===== config.mk =====
export PLATFORM = sky130hd
export DESIGN_NAME = aarm_cell
export DESIGN_NICKNAME = d
export VERILOG_FILES = /design/src/rtl/axis_angle_to_rotation_matrix_core_assert.svh /design/src/rtl/aarm_pkg.sv /design/src/rtl/aarm_cell.sv
export SDC_FILE = /design/constraint.sdc
export NUM_CORES = 1
export LEC_CHECK = 0
export CORE_UTILIZATION = 65
export CTS_CLUSTER_SIZE = 8
export DETAILED_ROUTE_END_ITERATION = 6
export DONT_BUFFER_PORTS = 1
export PLACE_DENSITY = 0.81
export SYNTH_ARGS = -nofsm -noshare
export SYNTH_HDL_FRONTEND = slang
export SYNTH_SLANG_ARGS = --single-unit

===== constraint.sdc =====
create_clock -name clk -period 6.9 [get_ports clk]
set_input_delay 0.69 -clock clk [delete_from_list [all_inputs] [get_ports clk]]
set_output_delay 0.69 -clock clk [all_outputs]
set_load 0.005 [all_outputs]

===== src/rtl/axis_angle_to_rotation_matrix_core_assert.svh =====
// assertion macros for the axis-angle core
`ifndef AXIS_ANGLE_TO_ROTATION_MATRIX_CORE_ASSERT_SVH
`define AXIS_ANGLE_TO_ROTATION_MATRIX_CORE_ASSERT_SVH

// implication checked on every clock edge outside reset
`define AA_ASSERT_IMPL(label, clk, rst_n, ante, cons, msg) \
  label: assert property (@(posedge clk) disable iff (!rst_n) (ante) |-> (cons)) \
    else $error(msg);

// next-cycle implication checked on every clock edge outside reset
`define AA_ASSERT_NEXT(label, clk, rst_n, ante, cons, msg) \
  label: assert property (@(posedge clk) disable iff (!rst_n) (ante) |=> (cons)) \
    else $error(msg);

`endif


===== src/rtl/aarm_pkg.sv =====
package aarm_pkg;

  localparam int AxisW   = 16;
  localparam int AngleW  = 27;
  localparam int EntryW  = 16;
  localparam int AxisFrac = 14;
  localparam int Steps   = 16;
  localparam int PhaseW  = 32;
  localparam int CordW   = 34;
  localparam int ZW      = 32;
  localparam int Lat     = Steps + 8;

  // 1/(2*pi) in Q48, split into a high and a low partial product
  localparam logic [21:0] InvTwoPiHi = 22'h28BE60;
  localparam logic [23:0] InvTwoPiLo = 24'hDB9391;
  // reciprocals of 45 for the degree phase
  localparam logic [25:0] DegRecip = 26'd47721859;
  localparam logic [19:0] DegFracRecip = 20'd745655;
  localparam logic signed [CordW-1:0] CordicX0 = 34'sh0_26DD_3B6A;
  localparam logic [35:0] DegTurn = 36'd23592960;

  typedef logic signed [AxisW-1:0] axis_t;
  typedef logic signed [EntryW-1:0] entry_t;
  typedef logic signed [CordW-1:0] cord_t;
  typedef logic signed [ZW-1:0] zph_t;

  typedef struct packed {
    axis_t ax;
    axis_t ay;
    axis_t az;
  } axes_t;

  typedef struct packed {
    cord_t x;
    cord_t y;
    zph_t  z;
    logic [1:0] quad;
    axes_t axes;
    logic  vld;
  } cell_t;

  function automatic zph_t atan_tab(input int i);
    logic [31:0] t [0:31];
    t[0]  = 32'h20000000; t[1]  = 32'h12E4051E; t[2]  = 32'h09FB385B;
    t[3]  = 32'h051111D4; t[4]  = 32'h028B0D43; t[5]  = 32'h0145D7E1;
    t[6]  = 32'h00A2F61E; t[7]  = 32'h00517C55; t[8]  = 32'h0028BE53;
    t[9]  = 32'h00145F2F; t[10] = 32'h000A2F98; t[11] = 32'h000517CC;
    t[12] = 32'h00028BE6; t[13] = 32'h000145F3; t[14] = 32'h0000A2F9;
    t[15] = 32'h0000517D; t[16] = 32'h000028BE; t[17] = 32'h0000145F;
    t[18] = 32'h00000A30; t[19] = 32'h00000518; t[20] = 32'h0000028C;
    t[21] = 32'h00000146; t[22] = 32'h000000A3; t[23] = 32'h00000051;
    t[24] = 32'h00000029; t[25] = 32'h00000014; t[26] = 32'h0000000A;
    t[27] = 32'h00000005; t[28] = 32'h00000003; t[29] = 32'h00000001;
    t[30] = 32'h00000001; t[31] = 32'h00000000;
    return zph_t'(t[i[4:0]]);
  endfunction

endpackage


===== src/rtl/aarm_cell.sv =====
module aarm_cell
  import aarm_pkg::*;
(
  input  logic  clk,
  input  logic  rst_n,
  input  logic  en,
  input  logic [4:0] idx,
  input  cell_t d,
  output cell_t q
);
  cell_t q_r, q_nxt;
  cord_t dx, dy;
  zph_t  a;

  always_comb begin
    dx = d.y >>> idx;
    dy = d.x >>> idx;
    a  = atan_tab(int'(idx));
    q_nxt = d;
    if (!d.z[ZW-1]) begin
      q_nxt.x = d.x - dx;
      q_nxt.y = d.y + dy;
      q_nxt.z = d.z - a;
    end else begin
      q_nxt.x = d.x + dx;
      q_nxt.y = d.y - dy;
      q_nxt.z = d.z + a;
    end
  end

  always_ff @(posedge clk) begin
    if (!rst_n) begin
      q_r.vld <= 1'b0;
    end else if (en) begin
      q_r.vld <= q_nxt.vld;
    end
    if (en) begin
      q_r.x <= q_nxt.x;
      q_r.y <= q_nxt.y;
      q_r.z <= q_nxt.z;
      q_r.quad <= q_nxt.quad;
      q_r.axes <= q_nxt.axes;
    end
  end

  assign q = q_r;
endmodule


==> qor.json <==
{
  "worst_setup_path": {
    "worst_ep_required_time_ps": 7120,
    "worstSetupPathDepth": 22,
    "crit_slowest_cell": "sky130_fd_sc_hd__mux4_1",
    "endpoint_kind": "flip-flop",
    "timing.critical_path.from_type": "input pin",
    "reg2reg_to": "q[0]$_SDFFE_PN0P_",
    "worst-r2r-setup-slack_ps": 6300,
    "path_class": "input pin to flip-flop",
    "timing.critical_path.slowest_cell_delay_ps": 700,
    "critPathBufInv": 1,
    "critical_path.cell_chain": "mux4_1 > a222oi_1 > nor2_1 > nor3_1 > ha_1 > inv_1 > a2111oi_4 > o21ai_2 > nor4_4 > and2_2 > o21ai_1 > a221oi_1 > ha_1 > nand2_1 > o21ai_0 > nand2_1 > a22oi_1 > a41o_1 > nor2_1 > o221ai_1 > a31oi_1 > xnor2_1",
    "reg2reg_depth": 2,
    "cp_max_fo": 128,
    "origin_of_the_critical_flop_to_flop_path": "q[0]$_SDFFE_PN0P_",
    "arrival_time_of_data_at_the_critical_path_endpoint_ps": 6510,
    "critPathTopFamily": "compound AO/OA/AOI/OAI gates"
  },
  "cts": {
    "cts.hold.buffers_added": 0,
    "clock_tree.root_cell": "sky130_fd_sc_hd__clkbuf_16",
    "tritoncts": "built",
    "clk_pin_slew_ps": 90,
    "cts_post_setup_buffers_inserted": 0,
    "clock_latency_ps": 440,
    "cts_max_path_buffers": 2,
    "cts.sinks": 151,
    "cts-resized-gates": 0,
    "cts_inserted_buffers": 17,
    "cts-htree-levels": 4
  },
  "cells_and_area": {
    "final_design_area_no_fill_um2": 17900,
    "fillerInstances": 1986,
    "n_antenna_cell": 0,
    "final_layout_size_suffix_gt1_share_pct": 11.8,
    "largest_register_ffs": 151,
    "layout-area-overhead-vs-synth_pct": 2.89,
    "finalNetCount": 2011
  },
  "sta": {
    "hold_viol": 0,
    "finalWorstPathRequiredPeriod_ps": 6290,
    "crit_share_post_route_pct": 91.2,
    "timing.final.max_slew_violations": 0,
    "fin_skew_ps": 0,
    "unrepaired_setup_endpoints_after_global_routing": "no",
    "final.setup.tns_ps": 0,
    "setup_viol_count_final": 0,
    "timing.max_slew.rel_slack_pct": 22.4,
    "max_fclk_mhz": 159,
    "timing_worst_slew_pin_value_ps": 1150
  },
  "outcome": {
    "violated_checks": "DRC",
    "run_status": "finished, violations left"
  },
  "die": {
    "dieArea_um2": 27400,
    "design.portCount": 310,
    "floorplan.core_area_um2": 26100,
    "die_x_um": 166,
    "row_count": 59,
    "fp.dieH_um": 166,
    "start_util_pct": 66.6
  },
  "min_path": {
    "hold_path_depth": 0,
    "min_to": "q[7]$_DFFE_PP_",
    "min-delay-start": "d[7]",
    "timing.hold.worst.class": "input pin to flip-flop"
  },
  "global_routing": {
    "grt_pass1_vias": 14937,
    "grt_first_pass_wirelength_um": 90000,
    "gr-total-overflow": 0,
    "grt_antenna_before_repair": 0,
    "global_route.usage.total_pct": 42.6,
    "maximum_number_of_pins_on_one_net_before_global_route_repair": 152
  },
  "placement": {
    "final_replace_weighted_congestion": 1.03,
    "place.port_buffers": 0,
    "postPlaceCellArea_um2": 17400,
    "dp_hpwl_um": 44000
  },
  "yosys": {
    "synth_enable_flop_cells": 150,
    "yosys_register_bits": 151,
    "syn_nets": 2068,
    "synthArstFlopShare_pct": 0,
    "ys_warn_count": 0,
    "synth_cell_type_count": 109,
    "syn-instance-count": 1798,
    "synthFlopType": "sky130_fd_sc_hd__edfxtp_1",
    "synthesis.area_um2": 17400,
    "seq_area_frac_synth_pct": 26.0,
    "syn_avg_cell_area_um2": 9.68
  },
  "pwr": {
    "irDropWorstVdd_uv": 194,
    "total_leakage_power_nw": 6.95,
    "power_per_cell_area_nw_per_um2": 224
  },
  "detailed_routing": {
    "routed-via-count": 15649,
    "route.final.wire_length_um": 59300,
    "post_drt_via_cell_ratio": 7.49,
    "detail_route.wl_per_cell_um": 28.4,
    "detail_route.iter0.violations": 2412,
    "drcViolationCount": 57,
    "detail_route.first_pass.iterations": 7,
    "drt.antenna.violating_nets": 0
  },
  "job": {
    "max-cap-violations": 0
  }
}
-- power breakdown --
part	total [W]	internal (W)	switching [W]
Clock	0.000970	0.000477	0.000493
Combinational	0.00165	0.000709	0.000940
Sequential	0.00139	0.00128	0.000109
Total	0.00401	0.00247	0.00154
-- worst max path at each step --
stage / start / end / slack, ps
2_1_floorplan: idx[1] / q[78]$_DFFE_PP_ / 790
3_3_place_gp: idx[0] / q[115]$_DFFE_PP_ / 640
3_5_place_dp: idx[1] / q[147]$_DFFE_PP_ / 480
4_1_cts: idx[0] / q[116]$_DFFE_PP_ / 900
5_1_grt: idx[1] / q[147]$_DFFE_PP_ / 470
6_report: idx[0] / q[116]$_DFFE_PP_ / 610
-- placed cells by master, fill, tap and decap left out, types with 45 or more instances in the layout --
cell type,instances
sky130_fd_sc_hd__a21o_1,47
sky130_fd_sc_hd__a21oi_1,136
sky130_fd_sc_hd__edfxtp_1,150
sky130_fd_sc_hd__ha_1,108
sky130_fd_sc_hd__inv_1,45
sky130_fd_sc_hd__mux2i_1,81
sky130_fd_sc_hd__mux4_2,68
sky130_fd_sc_hd__nand2_1,120
sky130_fd_sc_hd__nor2_1,141
sky130_fd_sc_hd__o21ai_0,72
sky130_fd_sc_hd__xnor2_1,96
sky130_fd_sc_hd__xor2_1,73
-- synthesized netlist by cell type, drive strengths merged (47+ instances only) --
library cell | instances | area [um2]
ha | 108 | 1350
inv | 47 | 176
mux4 | 80 | 1850
nand2 | 121 | 457
a21oi | 136 | 681
xor2 | 73 | 639
a21o | 47 | 353
mux2i | 81 | 811
buf | 70 | 514
edfxtp | 150 | 4500
xnor2 | 96 | 841
nor2 | 142 | 536
o21ai | 75 | 379
-- layer usage --
metal / routed length, um / track usage (%) / up-vias
li1: - / - / 6830
met1: 21400 / 51.2 / 7327
met2: 27900 / 71.1 / 1230
met3: 6330 / 9.34 / 262
met4: 3690 / 24.4 / 0
met5: 0 / 0 / -
-- layout make-up --
class / count / area [um2] / share of cell area, %
Timing Repair Buffer: 29 / 218 / 1.22
Clock inverter: 14 / 135 / 0.754
Tap cell: 335 / 419 / 2.34
Inverter: 48 / 180 / 1.01
Sequential cell: 151 / 4520 / 25.3
Clock buffer: 17 / 425 / 2.37
Multi-Input combinational cell: 1494 / 12000 / 67.1
-- metrics by stage --
stage	worst slack [ps]	total power (W)	hold WS, ps	instances	util, %
after detailed placement	476	0.00301	532	2057	66.4
after global routing	473	0.00418	323	2088	68.5
final	610	0.00401	329	2088	68.5
after CTS	904	0.00396	333	2088	68.5
after global placement	645	0.00295	530	2057	66.4
after floorplan	793	0.00267	507	1798	-
-- cells by family (layout without fill, tap and decap cells) --
| group | count (synthesis) | after routing | share of synthesized area (%) |
|---|---|---|---|
| AND/OR/NAND/NOR | 500 | 500 | 14.7 |
| flip-flops | 151 | 151 | 26.0 |
| multiplexers | 194 | 194 | 17.4 |
| AO/OA/AOI/OAI | 520 | 520 | 20.3 |
| adder cells (fa/ha/maj) | 111 | 111 | 8.11 |
| buffers and inverters | 153 | 108 | 5.04 |
| XOR/XNOR | 169 | 169 | 8.50 |
-- worst register-to-register path, delay by kind of cell (launching register included) --
family	cells	cell delay, ps
AND/OR/NAND/NOR	1	60
multiplexers	1	120
flip-flops	1	330
Power figures use the tool's default switching activity.
