===== src/rtl/axis_angle_to_rotation_matrix_core_assert.svh =====
// assertion macros for the axis-angle core
`ifndef AXIS_ANGLE_TO_ROTATION_MATRIX_CORE_ASSERT_SVH
`define AXIS_ANGLE_TO_ROTATION_MATRIX_CORE_ASSERT_SVH

// implication checked on every clock edge outside reset
`define AA_ASSERT_IMPL(label, clk, rst_n, ante, cons, msg) \
  label: assert property (@(posedge clk) disable iff (!rst_n) (ante) |-> (cons)) \
    else $error(msg);

// next-cycle implication checked on every clock edge outside reset
`define AA_ASSERT_NEXT(label, clk, rst_n, ante, cons, msg) \
  label: assert property (@(posedge clk) disable iff (!rst_n) (ante) |=> (cons)) \
    else $error(msg);

`endif


===== src/rtl/aarm_pkg.sv =====
package aarm_pkg;

  localparam int AxisW   = 16;
  localparam int AngleW  = 27;
  localparam int EntryW  = 16;
  localparam int AxisFrac = 14;
  localparam int Steps   = 16;
  localparam int PhaseW  = 32;
  localparam int CordW   = 34;
  localparam int ZW      = 32;
  localparam int Lat     = Steps + 8;

  // 1/(2*pi) in Q48, split into a high and a low partial product
  localparam logic [21:0] InvTwoPiHi = 22'h28BE60;
  localparam logic [23:0] InvTwoPiLo = 24'hDB9391;
  // reciprocals of 45 for the degree phase
  localparam logic [25:0] DegRecip = 26'd47721859;
  localparam logic [19:0] DegFracRecip = 20'd745655;
  localparam logic signed [CordW-1:0] CordicX0 = 34'sh0_26DD_3B6A;
  localparam logic [35:0] DegTurn = 36'd23592960;

  typedef logic signed [AxisW-1:0] axis_t;
  typedef logic signed [EntryW-1:0] entry_t;
  typedef logic signed [CordW-1:0] cord_t;
  typedef logic signed [ZW-1:0] zph_t;

  typedef struct packed {
    axis_t ax;
    axis_t ay;
    axis_t az;
  } axes_t;

  typedef struct packed {
    cord_t x;
    cord_t y;
    zph_t  z;
    logic [1:0] quad;
    axes_t axes;
    logic  vld;
  } cell_t;

  function automatic zph_t atan_tab(input int i);
    logic [31:0] t [0:31];
    t[0]  = 32'h20000000; t[1]  = 32'h12E4051E; t[2]  = 32'h09FB385B;
    t[3]  = 32'h051111D4; t[4]  = 32'h028B0D43; t[5]  = 32'h0145D7E1;
    t[6]  = 32'h00A2F61E; t[7]  = 32'h00517C55; t[8]  = 32'h0028BE53;
    t[9]  = 32'h00145F2F; t[10] = 32'h000A2F98; t[11] = 32'h000517CC;
    t[12] = 32'h00028BE6; t[13] = 32'h000145F3; t[14] = 32'h0000A2F9;
    t[15] = 32'h0000517D; t[16] = 32'h000028BE; t[17] = 32'h0000145F;
    t[18] = 32'h00000A30; t[19] = 32'h00000518; t[20] = 32'h0000028C;
    t[21] = 32'h00000146; t[22] = 32'h000000A3; t[23] = 32'h00000051;
    t[24] = 32'h00000029; t[25] = 32'h00000014; t[26] = 32'h0000000A;
    t[27] = 32'h00000005; t[28] = 32'h00000003; t[29] = 32'h00000001;
    t[30] = 32'h00000001; t[31] = 32'h00000000;
    return zph_t'(t[i[4:0]]);
  endfunction

endpackage


===== src/rtl/aarm_phase.sv =====
module aarm_phase
  import aarm_pkg::*;
(
  input  logic clk,
  input  logic rst_n,
  input  logic en,
  input  logic deg,
  input  logic in_vld,
  input  logic signed [AngleW-1:0] angle,
  input  axes_t axes_in,
  output cell_t q
);
  // stage 1: fold and partial products, stage 2: coarse quotient and radian sum
  // stage 3: fine quotient and unit select
  logic v1_r, v2_r, v3_r;
  logic d1_r, d2_r;
  axes_t a1_r, a2_r, a3_r;
  logic [24:0] rem_r, rem2_r;
  logic [18:0] quo_r;
  logic [31:0] ph_r;
  logic [31:0] ph2_r;
  logic signed [49:0] pk_hi_r;
  logic signed [51:0] pk_lo_r;
  logic signed [AngleW:0] r0;
  logic [26:0] rem_nxt;
  logic [50:0] quo_prod;
  logic [63:0] ph_rad;
  logic [5:0] frac_rem;
  logic [18:0] frac_num;
  logic [38:0] frac_prod;
  logic [31:0] ph_deg;

  always_comb begin
    r0 = {angle[AngleW-1], angle};
    // angle range is a few turns: fold by repeated compare
    if (r0 < 0) begin
      rem_nxt = 27'(r0 + 28'sd94371840);
      for (int k = 0; k < 3; k++) begin
        if (rem_nxt >= 27'(DegTurn)) rem_nxt = rem_nxt - 27'(DegTurn);
      end
    end else begin
      rem_nxt = 27'(r0);
      for (int k = 0; k < 3; k++) begin
        if (rem_nxt >= 27'(DegTurn)) rem_nxt = rem_nxt - 27'(DegTurn);
      end
    end
  end

  always_comb begin
    // degree phase is (rem * 2^13 + 22) / 45, split as rem = 45 * quo + frac
    quo_prod = 51'(rem_r) * 51'(DegRecip);
    ph_rad = (64'(pk_hi_r) << 24) + 64'(pk_lo_r) + 64'h8000_0000;
    frac_rem = 6'(rem2_r - 25'(quo_r) * 25'd45);
    frac_num = {frac_rem, 13'd0} + 19'd22;
    frac_prod = 39'(frac_num) * 39'(DegFracRecip);
    ph_deg = {quo_r, 13'd0} + {19'd0, frac_prod[37:25]};
  end

  always_ff @(posedge clk) begin
    if (!rst_n) begin
      v1_r <= 1'b0; v2_r <= 1'b0; v3_r <= 1'b0;
    end else if (en) begin
      v1_r <= in_vld; v2_r <= v1_r; v3_r <= v2_r;
    end
    if (en) begin
      d1_r <= deg; d2_r <= d1_r;
      a1_r <= axes_in; a2_r <= a1_r; a3_r <= a2_r;
      rem_r <= rem_nxt[24:0];
      pk_hi_r <= angle * $signed({1'b0, InvTwoPiHi});
      pk_lo_r <= angle * $signed({1'b0, InvTwoPiLo});
      ph_r <= ph_rad[63:32];
      quo_r <= quo_prod[49:31];
      rem2_r <= rem_r;
      ph2_r <= d2_r ? ph_deg : ph_r;
    end
  end

  always_comb begin
    q.vld = v3_r;
    q.axes = a3_r;
    q.quad = ph2_r[31:30];
    q.z = zph_t'({2'b00, ph2_r[29:0]});
    q.x = CordicX0;
    q.y = '0;
  end
endmodule


===== config.mk =====
export PLATFORM = sky130hd
export DESIGN_NAME = aarm_phase
export DESIGN_NICKNAME = d
export VERILOG_FILES = /design/src/rtl/axis_angle_to_rotation_matrix_core_assert.svh /design/src/rtl/aarm_pkg.sv /design/src/rtl/aarm_phase.sv
export SDC_FILE = /design/constraint.sdc
export NUM_CORES = 2
export LEC_CHECK = 0
export BUFFER_PORTS_ARGS = -buffer_cell sky130_fd_sc_hd__buf_2
export CAP_MARGIN = 20
export CORE_MARGIN = 10
export CORE_UTILIZATION = 44
export CTS_CLUSTER_DIAMETER = 100
export DETAILED_ROUTE_END_ITERATION = 6
export PLACE_DENSITY = 0.67
export SLEW_MARGIN = 20
export SYNTH_ARGS = -nofsm -noshare
export SYNTH_HDL_FRONTEND = slang
export SYNTH_SLANG_ARGS = --single-unit

===== constraint.sdc =====
create_clock -name clk -period 8.55 [get_ports clk]
set_input_delay 0.4275 -clock clk [delete_from_list [all_inputs] [get_ports clk]]
set_output_delay 0.4275 -clock clk [all_outputs]
set_load 0.005 [all_outputs]

==> summary.md <==
| Metric | Value |
|---|---|
| Fmax | `~0.12 GHz` |
| Drt first pass iters | `5` |
| Mux cell area share after synthesis | `less than 1%` |
| Die Wd | `between 300 and 400 um` |
| Critical Setup Path Class | `reg2reg` |
| Post-Synth Simple-Gate Area | `4.736%` |
| CP Data Required Time | `slightly below 9 ns` |
| Mapped Area | `roughly 43000 um2` |
| RSZ-0062 raised after global routing | `no` |
| GRT Residual Overflow | `0` |
| GP Congestion | `slightly above 0.9` |
| Worst Path Arrival | `approximately 8.4 ns` |
| Sequential area share after synthesis | `between 20% and 30%` |
| Vias | `about 27000` |
| Post-Synth Adder-Cell Area | `roughly half` |
| DP HPWL | `slightly above 90000 um` |
| Fraction of the cycle the final worst path needs | `a little over nine tenths` |
| CP Max Fanout | `4` |
| Post-CTS Setup Bufs | `0` |
| Count leader, synth | `inv_1` |
| Synth area leaders | `fa_1 30%, edfxtp_1 22%, ha_1 22%` |
| Crit path top cell by count | `ha_1` |
| Buffer and inverter count on the worst path | `2` |
| DRC viols | `0` |
| CTS sink count | `320` |
| Status | `finished clean` |
| Number of synthesized flops with an enable pin | `317` |
| Distinct cells, synth | `94` |
| Max_cap viols | `0` |
| CTS clock-pin slew for the worst setup and hold paths | `approximately 0.060 ns` |
| Initial DRC Count | `approximately 1600` |
| Compound-Gate Fraction of Synth Area | `between 6 and 7%` |
| H-tree Lvls | `1` |
| Total routed wirelength | `roughly 110000 um` |
| Final setup TNS | `0 ns` |
| I/O Buffers | `160` |
| Layout area overhead | `8.457%` |
| Die area | `about 110000 um2` |
| Area share of the largest cell type after synthesis | `29.86%` |
| Die height | `333.2 um` |
| Vias per Instance | `approximately 5.1` |
| Mapped Cells | `3850` |
| Layout cells sized above 1 | `roughly 7.6%` |
| Total number of yosys warnings | `0` |
| Clock latency at the later pin of the worst-skew pair | `around 0.6 ns` |
| Initial antenna violation count | `15` |
| CORE AREA | `96990 um2` |
| Crit path launch type | `register` |
| Slowest-stage cell, CP | `fa_1` |
| CTS Buffer Depth | `3` |
| Cts bufs inserted | `31` |
| Delay-heaviest family, CP | `adder cells` |
| Largest stage delay on the critical path | `between 0.5 and 0.6 ns` |
| Worst slew margin | `25.94%` |
| Vias in the first global route | `between 20000 and 30000` |
| Avg Cell Area, Syn | `about 11 um2` |
| Slew Limit Fails | `0` |
| Clock Skew | `between 0.02 and 0.03 ns` |
| Nets | `5571` |
| Root Buffer | `clkbuf_16` |
| Final hold violations | `0` |
| CTS tree | `done` |
| Largest net degree at the start of global routing | `between 100 and 150` |
| Slew @ Worst Pin | `between 1 and 1.5 ns` |
| First-pass GRT wire length | `about 170000 um` |
| Endpoint type of the worst setup path | `register` |
| Largest family of logic cells by synthesized area | `adder cells` |
| Wire per inst | `between 15 and 20 um` |
| Async S/R FF share, synth | `0%` |
| I/O pin count | `231` |
| Synth Area in XOR/XNOR | `under 10%` |
| Top cells by count, synth | `1022 x inv_1, 760 x ha_1, 644 x fa_1` |
| Core Rows | `~110` |
| Main synth FF type | `edfxtp_1` |
| Type of the worst min-delay path | `in2reg` |
| Tmin final | `8.085 ns` |
| Total track usage | `about a fifth` |
| Cell accounting for the most synthesized area | `fa_1` |
| Synthesis-stage register bit count | `320` |
| Initial Util | `between 40% and 50%` |
| Setup-failing EPs final | `0` |
| DRT antenna net count | `0` |
==> placed cells by master (no fill, tap or decap), drive strengths merged, types with 30 or more instances in the layout <==
master and n:
nor2 109, o21a 38, o21ai 72, clkbuf 38, conb 70, xnor2 123
nand2 73, edfxtp 317, dlygate4sd3 35, mux2 30, a21o 49, buf 191
fa 644, nand3 40, inv 1028, ha 760, nor3 45, a21oi 104
==> worst reg2reg max path: cells and delay by family, from the launching register on <==
| kind | cells | cell delay [ns] |
|---|---|---|
| mux | 1 | 0.27 |
| simple gates | 2 | 0.22 |
| compound gates | 9 | 2.05 |
| buf+inv | 2 | 0.15 |
| xor+xnor | 2 | 0.28 |
| fa+ha+maj | 13 | 4.42 |
| flops | 1 | 0.42 |
==> final cells by class <==
class	instances	area (um2)
flip-flops and latches	320	9579
diodes	2	5.005
multi-input cells	2485	29390
clock inverters	20	211.5
repair buffers	226	1394
clock buffers	38	802.0
well taps	1276	1597
fillers	8742	50170
inverters	1023	3840
==> metrics by stage <==
stage	setup WS, ns	instance area (um2)	hold WS (ns)	instances	util [%]
finish	0.4653	46820	0.02973	5390	48.27
global route	0.01856	46820	0.007848	5390	48.27
CTS	0.2450	46810	0.0009543	5388	48.26
detailed placement	0.3226	45440	0.4045	5295	46.85
global placement	0.4792	45440	0.4002	5295	46.85
floorplan	1.020	43430	0.4003	3918	-
==> what timing repair did <==
action                     CTS  global route
gates resized for setup      0             3
hold buffers                35             0
setup endpoints to repair    0             3
hold endpoints to repair    35             0
==> sequential cells by signal, indices dropped and copies added, names as in the netlist, 6 cells and up <==
| signal | flops |
|---|---|
| a1_r | 48 |
| a2_r | 48 |
| q | 48 |
| pk_hi_r | 34 |
| ph2_r | 32 |
| ph_r | 32 |
| rem_r | 25 |
| pk_lo_r | 23 |
| quo_r | 19 |
| rem2_r | 6 |
==> cells by family (layout without fill, tap and decap cells) <==
| kind of cell | count (synthesis) | count (layout) |
|---|---|---|
| fa+ha+maj | 1404 | 1404 |
| buf+inv | 1113 | 1307 |
| compound gates | 424 | 424 |
| simple gates | 399 | 399 |
| flops | 320 | 320 |
| xor+xnor | 150 | 150 |
| mux | 38 | 38 |
| other cells | 2 | 72 |
==> routing by layer <==
layer	GRT usage [%]	up-vias	wire length (um)
li1	-	12834	-
met2	33.49	631	52360
met1	23.91	13644	44340
met3	2.928	151	5505
met4	4.704	22	2694
met5	0	-	162
==> final timing paths <==
check / slack, ns / endpoint / from / depth (start not counted)
worst max-delay path: 0.47 / ph2_r[12] / quo_r[2] / 29
worst min-delay path: 0.03 / a1_r[28] / axes_in[28] / 1
worst max register to register: 0.47 / ph2_r[12] / quo_r[2] / 29
worst min register to register: 0.41 / q[36] / a2_r[35] / 0
Power is left out: the tool's default activity adds up to more than one toggle a clock period on the data nets, which glitch-free logic cannot reach.
